===== src/hw/rtl/tle_pkg.sv =====
// Shared types and constants of the terminal line editor.
// Used by tle_cell, tle_cell_row and terminal_line_editor_core; no dependencies.
package tle_pkg;

    localparam int LINE_CAPACITY = 16;
    localparam int IDX_W         = $clog2(LINE_CAPACITY);
    localparam int BYTE_W        = 8;

    // longest line held: one slot is kept free
    localparam logic [IDX_W-1:0] LEN_MAX = IDX_W'(LINE_CAPACITY - 1);

    localparam logic [BYTE_W-1:0] CH_BS       = 8'h08;
    localparam logic [BYTE_W-1:0] CH_LF       = 8'h0A;
    localparam logic [BYTE_W-1:0] CH_CR       = 8'h0D;
    localparam logic [BYTE_W-1:0] CH_ESC      = 8'h1B;
    localparam logic [BYTE_W-1:0] CH_SPACE    = 8'h20;
    localparam logic [BYTE_W-1:0] CH_C        = 8'h43;
    localparam logic [BYTE_W-1:0] CH_D        = 8'h44;
    localparam logic [BYTE_W-1:0] CH_LBRACKET = 8'h5B;
    localparam logic [BYTE_W-1:0] CH_DEL      = 8'h7F;
    localparam logic [BYTE_W-1:0] ENTER_RESET = CH_CR;

    typedef enum logic [2:0] {
        ST_IDLE,
        ST_PRE,
        ST_TAIL,
        ST_POST,
        ST_REP
    } t_state;

    typedef enum logic [1:0] {
        ESC_NONE,
        ESC_SEEN,
        ESC_BRACKET
    } t_esc;

    typedef enum logic [1:0] {
        OP_PLAIN,
        OP_BACKSPACE,
        OP_ENTER
    } t_op;

    typedef enum logic [1:0] {
        UNIT_LEFT,
        UNIT_RIGHT,
        UNIT_BS
    } t_unit;

    typedef enum logic [1:0] {
        CELL_HOLD,
        CELL_INSERT,
        CELL_DELETE
    } t_cell_op;

    typedef struct packed {
        t_cell_op          op;
        logic [IDX_W-1:0]  pos;
        logic [BYTE_W-1:0] data;
    } t_cell_cmd;

endpackage


===== src/hw/rtl/terminal_line_editor_core.sv =====
// Top level of the terminal line editor: escape decode, cursor/length
// bookkeeping and the echo/line sequencer. Depends on tle_pkg and tle_cell_row.
//
//  channel  direction  handshake                 word
//  ------   ---------  ------------------------  -------------------------------------
//  rx       in         i_valid / o_stall         i_rx_byte
//  result   out        o_valid / i_stall         o_out_byte o_to_line o_line_done o_last
//  cfg      in         i_cfg_valid / o_cfg_ready i_cfg_data (enter code)
//
// A received word is taken only while the sequencer is idle; the cells shift
// at the edge that takes it. The sequencer then issues one result word per
// cycle while the output register is free or being drained, and the block
// takes no new word until the last result of the word is issued.
// o_stall is high while the sequencer runs. A stalled output only freezes
// the sequencer. Reset (synchronous, low) clears length, cursor, escape
// phase, sequencer and sets the enter code to CR; the line store is not
// cleared. o_cfg_ready is always high.
module terminal_line_editor_core (
    input  logic                       i_clk,
    input  logic                       i_rst_n,
    input  logic                       i_valid,
    output logic                       o_stall,
    input  logic [tle_pkg::BYTE_W-1:0] i_rx_byte,
    output logic                       o_valid,
    input  logic                       i_stall,
    output logic [tle_pkg::BYTE_W-1:0] o_out_byte,
    output logic                       o_to_line,
    output logic                       o_line_done,
    output logic                       o_last,
    input  logic                       i_cfg_valid,
    output logic                       o_cfg_ready,
    input  logic [tle_pkg::BYTE_W-1:0] i_cfg_data
);
    import tle_pkg::*;

    // ---- architectural state
    t_esc              r_esc;
    logic [IDX_W-1:0]  r_len;
    logic [IDX_W-1:0]  r_cur;
    logic [BYTE_W-1:0] r_enter;

    // ---- sequencer
    t_state            r_state,  n_state;
    t_op               r_op,     n_op;
    t_unit             r_unit,   n_unit;
    logic [IDX_W-1:0]  r_idx,    n_idx;    // next store slot to send
    logic [IDX_W-1:0]  r_end,    n_end;    // one past the last slot to send
    logic [IDX_W-1:0]  r_rep,    n_rep;    // cursor codes still to send
    logic [1:0]        r_sub,    n_sub;    // byte within a prefix or code

    // ---- output register
    logic              r_out_valid;
    logic [BYTE_W-1:0] r_out_byte;
    logic              r_out_to_line;
    logic              r_out_done;
    logic              r_out_last;

    // ---- decode of the incoming word
    t_esc              d_esc;
    t_op               d_op;
    t_unit             d_unit;
    t_state            d_start;
    logic [IDX_W-1:0]  d_len, d_cur, d_idx, d_end, d_rep;
    t_cell_cmd         d_cmd;
    t_cell_cmd         w_cmd;

    logic              w_accept;
    logic              w_step;
    logic [BYTE_W-1:0] w_rd_data;

    // sequence helpers
    logic              w_tail_any;
    logic              w_tail_more;
    logic              w_has_post;
    logic              w_rep_any;
    logic              w_pre_end;
    logic              w_unit_end;

    // emitted word
    logic [BYTE_W-1:0] e_byte;
    logic              e_to_line;
    logic              e_done;
    logic              e_last;

    assign o_stall     = (r_state != ST_IDLE);
    assign o_cfg_ready = 1'b1;
    assign w_accept    = i_valid && !o_stall;
    // one result per cycle whenever the output register can take it
    assign w_step      = (r_state != ST_IDLE) && (!r_out_valid || !i_stall);

    // ------------------------------------------------------------------
    // Decode: escape sequences first, then backspace, enter, plain insert.
    // ------------------------------------------------------------------
    always_comb begin
        d_esc    = ESC_NONE;
        d_op     = OP_PLAIN;
        d_unit   = UNIT_LEFT;
        d_start  = ST_IDLE;
        d_len    = r_len;
        d_cur    = r_cur;
        d_idx    = '0;
        d_end    = '0;
        d_rep    = '0;
        d_cmd.op   = CELL_HOLD;
        d_cmd.pos  = r_cur;
        d_cmd.data = i_rx_byte;
        case (r_esc)
            ESC_SEEN: begin
                d_esc = (i_rx_byte == CH_LBRACKET) ? ESC_BRACKET : ESC_NONE;
            end
            ESC_BRACKET: begin
                if (i_rx_byte == CH_D && r_cur != '0) begin
                    d_cur   = r_cur - 1'b1;
                    d_unit  = UNIT_LEFT;
                    d_rep   = IDX_W'(1);
                    d_start = ST_REP;
                end else if (i_rx_byte == CH_C && r_cur < r_len) begin
                    d_cur   = r_cur + 1'b1;
                    d_unit  = UNIT_RIGHT;
                    d_rep   = IDX_W'(1);
                    d_start = ST_REP;
                end
            end
            default: begin
                if (i_rx_byte == CH_ESC) begin
                    d_esc = ESC_SEEN;
                end else if (i_rx_byte == CH_BS || i_rx_byte == CH_DEL) begin
                    if (r_cur != '0) begin
                        // BS, new tail, space, then tail + 1 BS back
                        d_cmd.op  = CELL_DELETE;
                        d_cmd.pos = r_cur - 1'b1;
                        d_len     = r_len - 1'b1;
                        d_cur     = r_cur - 1'b1;
                        d_op      = OP_BACKSPACE;
                        d_unit    = UNIT_BS;
                        d_idx     = r_cur - 1'b1;
                        d_end     = r_len - 1'b1;
                        d_rep     = r_len - r_cur + 1'b1;
                        d_start   = ST_PRE;
                    end
                end else if (i_rx_byte == r_enter) begin
                    // CR LF then the whole line; store contents stay put
                    d_op    = OP_ENTER;
                    d_idx   = '0;
                    d_end   = r_len;
                    d_len   = '0;
                    d_cur   = '0;
                    d_start = ST_PRE;
                end else if (r_len != LEN_MAX) begin
                    // echo from the new byte to the end, then step back
                    d_cmd.op = CELL_INSERT;
                    d_len    = r_len + 1'b1;
                    d_cur    = r_cur + 1'b1;
                    d_idx    = r_cur;
                    d_end    = r_len + 1'b1;
                    d_unit   = UNIT_LEFT;
                    d_rep    = r_len - r_cur;
                    d_start  = ST_TAIL;
                end
            end
        endcase
    end

    always_comb begin
        w_cmd    = d_cmd;
        w_cmd.op = w_accept ? d_cmd.op : CELL_HOLD;
    end

    tle_cell_row u_row (
        .i_clk     (i_clk),
        .i_cmd     (w_cmd),
        .i_rd_idx  (r_idx),
        .o_rd_data (w_rd_data)
    );

    // ------------------------------------------------------------------
    // Sequence helpers
    // ------------------------------------------------------------------
    assign w_tail_any  = (r_idx != r_end);
    assign w_tail_more = (r_idx != r_end - 1'b1);
    assign w_has_post  = (r_op == OP_BACKSPACE);
    assign w_rep_any   = (r_rep != '0);
    assign w_pre_end   = (r_op != OP_ENTER) || (r_sub == 2'd1);
    assign w_unit_end  = (r_unit == UNIT_BS) || (r_sub == 2'd2);

    // ------------------------------------------------------------------
    // Result word of the current sequencer position
    // ------------------------------------------------------------------
    always_comb begin
        e_byte    = CH_SPACE;
        e_to_line = 1'b0;
        e_done    = 1'b0;
        e_last    = 1'b0;
        case (r_state)
            ST_PRE: begin
                if (r_op == OP_ENTER) begin
                    e_byte = (r_sub == 2'd0) ? CH_CR : CH_LF;
                    e_done = (r_sub == 2'd1) && !w_tail_any;
                end else begin
                    e_byte = CH_BS;
                end
                e_last = w_pre_end && !w_tail_any && !w_has_post && !w_rep_any;
            end
            ST_TAIL: begin
                e_byte    = w_rd_data;
                e_to_line = (r_op == OP_ENTER);
                e_done    = (r_op == OP_ENTER) && !w_tail_more;
                e_last    = !w_tail_more && !w_has_post && !w_rep_any;
            end
            ST_POST: begin
                e_byte = CH_SPACE;
                e_last = !w_rep_any;
            end
            ST_REP: begin
                if (r_unit == UNIT_BS) begin
                    e_byte = CH_BS;
                end else begin
                    case (r_sub)
                        2'd0:    e_byte = CH_ESC;
                        2'd1:    e_byte = CH_LBRACKET;
                        default: e_byte = (r_unit == UNIT_RIGHT) ? CH_C : CH_D;
                    endcase
                end
                e_last = w_unit_end && (r_rep == IDX_W'(1));
            end
            default: begin
                e_byte = CH_SPACE;
            end
        endcase
    end

    // ------------------------------------------------------------------
    // Next state
    // ------------------------------------------------------------------
    always_comb begin
        n_state = r_state;
        n_op    = r_op;
        n_unit  = r_unit;
        n_idx   = r_idx;
        n_end   = r_end;
        n_rep   = r_rep;
        n_sub   = r_sub;
        case (r_state)
            ST_IDLE: begin
                if (w_accept) begin
                    n_state = d_start;
                    n_op    = d_op;
                    n_unit  = d_unit;
                    n_idx   = d_idx;
                    n_end   = d_end;
                    n_rep   = d_rep;
                    n_sub   = 2'd0;
                end
            end
            ST_PRE: begin
                if (w_step) begin
                    if (w_pre_end) begin
                        n_sub = 2'd0;
                        if (w_tail_any) begin
                            n_state = ST_TAIL;
                        end else if (w_has_post) begin
                            n_state = ST_POST;
                        end else if (w_rep_any) begin
                            n_state = ST_REP;
                        end else begin
                            n_state = ST_IDLE;
                        end
                    end else begin
                        n_sub = r_sub + 1'b1;
                    end
                end
            end
            ST_TAIL: begin
                if (w_step) begin
                    n_idx = r_idx + 1'b1;
                    if (!w_tail_more) begin
                        if (w_has_post) begin
                            n_state = ST_POST;
                        end else if (w_rep_any) begin
                            n_state = ST_REP;
                        end else begin
                            n_state = ST_IDLE;
                        end
                    end
                end
            end
            ST_POST: begin
                if (w_step) begin
                    n_state = w_rep_any ? ST_REP : ST_IDLE;
                end
            end
            ST_REP: begin
                if (w_step) begin
                    if (w_unit_end) begin
                        n_sub = 2'd0;
                        n_rep = r_rep - 1'b1;
                        if (r_rep == IDX_W'(1)) begin
                            n_state = ST_IDLE;
                        end
                    end else begin
                        n_sub = r_sub + 1'b1;
                    end
                end
            end
            default: begin
                n_state = ST_IDLE;
            end
        endcase
    end

    // ------------------------------------------------------------------
    // Registers
    // ------------------------------------------------------------------
    always_ff @(posedge i_clk) begin
        if (!i_rst_n) begin
            r_state     <= ST_IDLE;
            r_op        <= OP_PLAIN;
            r_unit      <= UNIT_LEFT;
            r_idx       <= '0;
            r_end       <= '0;
            r_rep       <= '0;
            r_sub       <= 2'd0;
            r_esc       <= ESC_NONE;
            r_len       <= '0;
            r_cur       <= '0;
            r_enter     <= ENTER_RESET;
            r_out_valid <= 1'b0;
        end else begin
            r_state <= n_state;
            r_op    <= n_op;
            r_unit  <= n_unit;
            r_idx   <= n_idx;
            r_end   <= n_end;
            r_rep   <= n_rep;
            r_sub   <= n_sub;
            if (w_accept) begin
                r_esc <= d_esc;
                r_len <= d_len;
                r_cur <= d_cur;
            end
            if (i_cfg_valid && o_cfg_ready) begin
                r_enter <= i_cfg_data;
            end
            if (w_step) begin
                r_out_valid <= 1'b1;
            end else if (!i_stall) begin
                r_out_valid <= 1'b0;
            end
        end
    end

    // payload of the output register, no reset needed
    always_ff @(posedge i_clk) begin
        if (w_step) begin
            r_out_byte    <= e_byte;
            r_out_to_line <= e_to_line;
            r_out_done    <= e_done;
            r_out_last    <= e_last;
        end
    end

    assign o_valid     = r_out_valid;
    assign o_out_byte  = r_out_byte;
    assign o_to_line   = r_out_to_line;
    assign o_line_done = r_out_done;
    assign o_last      = r_out_last;

endmodule


===== src/hw/rtl/tle_cell.sv =====
// One character slot of the line store.
// Depends on tle_pkg; takes its left or right neighbour on insert / delete.
module tle_cell (
    input  logic                      i_clk,
    input  logic [tle_pkg::IDX_W-1:0]  i_index,
    input  tle_pkg::t_cell_cmd        i_cmd,
    input  logic [tle_pkg::BYTE_W-1:0] i_left,
    input  logic [tle_pkg::BYTE_W-1:0] i_right,
    output logic [tle_pkg::BYTE_W-1:0] o_data
);
    import tle_pkg::*;

    logic [BYTE_W-1:0] r_data;
    logic [BYTE_W-1:0] n_data;

    always_comb begin
        n_data = r_data;
        case (i_cmd.op)
            CELL_INSERT: begin
                if (i_index == i_cmd.pos) begin
                    n_data = i_cmd.data;
                end else if (i_index > i_cmd.pos) begin
                    n_data = i_left;
                end
            end
            CELL_DELETE: begin
                if (i_index >= i_cmd.pos) begin
                    n_data = i_right;
                end
            end
            default: begin
                n_data = r_data;
            end
        endcase
    end

    always_ff @(posedge i_clk) begin
        r_data <= n_data;
    end

    assign o_data = r_data;

endmodule


===== src/hw/rtl/tle_cell_row.sv =====
// Row of tle_cell slots forming the line store, with one read port.
// Depends on tle_pkg and tle_cell.
module tle_cell_row (
    input  logic                       i_clk,
    input  tle_pkg::t_cell_cmd         i_cmd,
    input  logic [tle_pkg::IDX_W-1:0]  i_rd_idx,
    output logic [tle_pkg::BYTE_W-1:0] o_rd_data
);
    import tle_pkg::*;

    logic [BYTE_W-1:0] w_data  [LINE_CAPACITY];
    logic [BYTE_W-1:0] w_left  [LINE_CAPACITY];
    logic [BYTE_W-1:0] w_right [LINE_CAPACITY];

    for (genvar g = 0; g < LINE_CAPACITY; g++) begin : g_cell
        if (g == 0) begin : g_first
            assign w_left[g] = '0;
        end else begin : g_mid_l
            assign w_left[g] = w_data[g-1];
        end
        if (g == LINE_CAPACITY - 1) begin : g_last
            assign w_right[g] = '0;
        end else begin : g_mid_r
            assign w_right[g] = w_data[g+1];
        end

        tle_cell u_cell (
            .i_clk   (i_clk),
            .i_index (IDX_W'(g)),
            .i_cmd   (i_cmd),
            .i_left  (w_left[g]),
            .i_right (w_right[g]),
            .o_data  (w_data[g])
        );
    end

    assign o_rd_data = w_data[i_rd_idx];

endmodule

===== config.mk =====
export PLATFORM = sky130hd
export DESIGN_NAME = terminal_line_editor_core
export DESIGN_NICKNAME = d
export VERILOG_FILES = /design/src/hw/rtl/tle_pkg.sv /design/src/hw/rtl/terminal_line_editor_core.sv /design/src/hw/rtl/tle_cell.sv /design/src/hw/rtl/tle_cell_row.sv
export SDC_FILE = /design/constraint.sdc
export NUM_CORES = 1
export LEC_CHECK = 0
export BUFFER_PORTS_ARGS = -buffer_cell sky130_fd_sc_hd__buf_2
export CAP_MARGIN = 20
export CORE_MARGIN = 4
export CORE_UTILIZATION = 50
export CTS_BUF_LIST = sky130_fd_sc_hd__clkbuf_8
export CTS_CLUSTER_DIAMETER = 30
export DETAILED_ROUTE_END_ITERATION = 10
export GPL_ROUTABILITY_DRIVEN = 0
export MAX_ROUTING_LAYER = met4
export PLACE_DENSITY = 0.74
export SKIP_CTS_REPAIR_TIMING = 1
export SLEW_MARGIN = 20
export SYNTH_ARGS = -nofsm -noshare
export SYNTH_HDL_FRONTEND = slang
export SYNTH_HIERARCHICAL = 1
export SYNTH_SLANG_ARGS = --single-unit

===== constraint.sdc =====
create_clock -name i_clk -period 5.2 [get_ports i_clk]
set_clock_uncertainty 0.2 [all_clocks]
set_input_delay 0.78 -clock i_clk [delete_from_list [all_inputs] [get_ports i_clk]]
set_output_delay 0.78 -clock i_clk [all_outputs]
set_load 0.01 [all_outputs]

==> metrics.txt <==
status complete, no violations; CP max stage delay 0.74 ns; TritonCTS clock tree yes; critical path's slowest cell o31ai_2; initial core utilization 50.98%; drt drc 0; Final min period 4.410 ns; max-slew violations 0; number of I/O port buffers 33; Final setup viols 0; ratio of cells with drive above 1 in the final layout 10.46%; maximum VDD drop 0.1704 mV; antenna violations before repair 0; Leakage Power 6.152 nW; Tightest Pin Transition 1.105 ns; GRT overflow 0; number of enable flip-flop cells after synthesis 139; CP cell instances inv_1 -> ha_1 -> and3_4 -> inv_2 -> nand2_1 -> o31ai_2 -> buf_4 -> inv_1 -> ha_1 -> nand4_1 -> a31oi_1 -> buf_4; Slew HR 25.98%; dpl hpwl 24780 µm; ANT cells 0; die area 29320 µm²; Min Hold Slack 0.2978 ns; CTS HTree Levels 4; Root Driver clkbuf_8; Chip Width 171.2 µm; routed vias/inst 5.916; Distinct cells, synth 82; Syn Std Cell Area 13320 µm²; via count 10580; Num CTS Buffers 17; Hold Path Sink r_esc[0]; DP Area 13920 µm²; Worst Path Max Fanout 9; fin crit share 84.80%; ranking of synthesized cells by area edfxtp_1, mux2i_1, ha_1; Worst setup SP type flip-flop; CTS sink cnt 178; sequential area share after synthesis 37.19%; Die Y 171.2 µm; Worst EP required 5.19 ns; Ports 35; CP bufs+invs 5; Synth Warn # 6; Nets 1546; Hold Crit Class reg -> reg; Core Box Area 26130 µm²; CP endpoint kind flip-flop; Final Non-Filler Cells 1788; Final ANT Viol Nets 0; unrepaired setup endpoints after global routing false; Final Power 6.137 mW; Filler cells 2340; Mapped Avg Cell Area 9.913 µm²; Cell Count Post-Placement 1756; number of max-cap violations 0; setup TNS 0 ns; top-area cell type share of the netlist area 31.33%; FF+latch count, synth 178; Critical R2R Capture u_row/g_cell[6].u_cell/o_data[0]; Synth async-reset ratio 0%; crit path kind reg -> reg; final hold vios 0; Layout Area Growth over Synthesis 7.250%; Worst-Skew Late Latency 0.48 ns; register-to-register setup slack 0.79 ns; # rows 59; Total Wirelength 32930 µm; min-delay src r_esc[0]; Cells after Synth 1344; hold path depth 2; global-route wire length before repair 53390 µm; DRT iter0 DRCs 912; Largest delay share family, worst path compound AO/OA/AOI/OAI gates; number of global-route vias before repair 10350; power per cell area 429.5 nW/µm²; gr usage total 23.16%; FMAX 226.8 MHz; cell taking the most area after synthesis edfxtp_1; Worst-path clk slew 0.10 ns; largest net degree at the start of global routing 29; Finished Cell Area 14290 µm²; DR pass1 iterations 6; R2R Path Start r_cur[0]; FF-to-FF path depth 12; Wirelength per Cell 18.42 µm; Longest Clk Path Bufs 2; Top FF cell, synth edfxtp_1; Crit path arrival time 4.40 ns
==> worst min-delay path: cells and delay by family, from the launching register on <==
| kind | cells | cell delay [ns] |
|---|---|---|
| compound gates | 1 | 0.05 |
| flops | 1 | 0.34 |
| simple gates | 1 | 0.06 |
==> cells in the final DEF, fill, tap and decap left out, drive strengths merged, types with 10 or more instances in the layout <==
master,count
mux4,32
nand2,65
edfxtp,139
a22oi,19
a21oi,185
o211ai,21
dfxtp,39
nand4,23
xor2,10
xnor2,30
nor2,174
nand3,17
mux2i,142
a31oi,21
nor3,11
o21ai,28
nor2b,21
buf,81
ha,84
inv,95
nand2b,22
conb,81
clkbuf,17
==> how the worst max path moves through the flow <==
stage	from	depth (start not counted)	to	slack, ns
floorplan	i_rx_byte[0]	10	u_row/g_cell[11].u_cell/o_data[0]	0.74
global placement	i_rx_byte[6]	11	u_row/g_cell[2].u_cell/o_data[0]	0.44
detailed placement	i_rx_byte[6]	11	u_row/g_cell[2].u_cell/o_data[0]	0.38
CTS	r_cur[0]	12	u_row/g_cell[6].u_cell/o_data[5]	0.81
global route	r_cur[0]	12	u_row/g_cell[6].u_cell/o_data[6]	0.55
finish	r_cur[0]	12	u_row/g_cell[6].u_cell/o_data[0]	0.79
==> cell type report <==
| type | count | area, µm² | area share, % |
|---|---|---|---|
| multi-input combinational | 1076 | 7681 | 53.76 |
| sequential | 178 | 4956 | 34.68 |
| timing repair buffer | 81 | 538.0 | 3.765 |
| tap | 335 | 419.2 | 2.933 |
| inverter | 86 | 322.8 | 2.259 |
| clock buffer | 17 | 234.0 | 1.637 |
| clock inverter | 15 | 137.6 | 0.9632 |
==> cells in the mapped netlist, drive strengths merged (3+ instances only) <==
cell	instances
a211oi	3
a21oi	185
a22o	3
a22oi	19
a31oi	21
and2	4
and3	3
buf	49
clkbuf	30
clkdlybuf4s25	3
conb	3
dfxtp	39
edfxtp	139
ha	84
inv	86
mux2i	142
mux4	32
nand2	65
nand2b	22
nand3	17
nand3b	3
nand4	23
nand4b	3
nor2	174
nor2b	21
nor3	11
nor4	5
o211ai	21
o21a	6
o21ai	28
o22ai	4
o31ai	6
o32ai	3
or3	6
xnor2	30
xor2	10
==> through the flow <==
step           utilization [%]  setup slack (ns)
5_1_grt                  54.68            0.5458
2_1_floorplan                -            0.7428
6_report                 54.68            0.7903
3_5_place_dp             53.26            0.3831
4_1_cts                  54.68            0.8137
3_3_place_gp             53.26            0.4409
==> state kept, by name, indices dropped and copies added (netlist names), 2 cells and up <==
name,cells
u_row/g_cell.u_cell/o_data,128
o_out_byte,8
r_enter,8
r_cur,4
r_end,4
r_idx,4
r_len,4
r_rep,4
r_state,3
r_esc,2
r_sub,2
r_unit,2
==> metal layers <==
| layer | share of wire (%) | global-route usage (%) | vias up | wire length [µm] |
|---|---|---|---|---|
| met1 | 43 | 29.28 | 5103 | 14160 |
| met2 | 49 | 39.15 | 359 | 16050 |
| met5 | 0 | - | - | 0 |
| met3 | 6.1 | 3.195 | 50 | 2018 |
| met4 | 2.1 | 6.614 | 0 | 699 |
| li1 | - | - | 5066 | - |
==> logic make-up (layout without fill, tap and decap cells) <==
family / after synthesis / count (layout) / synth area share, %
DFF: 178 / 178 / 37.19
AOI/OAI and AO/OA: 321 / 321 / 14.42
xor gates and xnor gates: 41 / 41 / 2.799
adders and majority gates: 85 / 85 / 8.039
and+or+nand+nor: 372 / 372 / 13.36
muxes: 176 / 176 / 16.64
other: 3 / 81 / 0.08452
buffers and inverters: 168 / 199 / 7.466
==> report_power, final <==
part           internal [mW]  leakage [nW]  switching, mW
Clock                  0.353         0.182          0.578
Combinational           1.23          4.35           1.48
Sequential              2.12          1.62          0.384
Total                   3.70          6.15           2.44
Power figures use the tool's default switching activity.
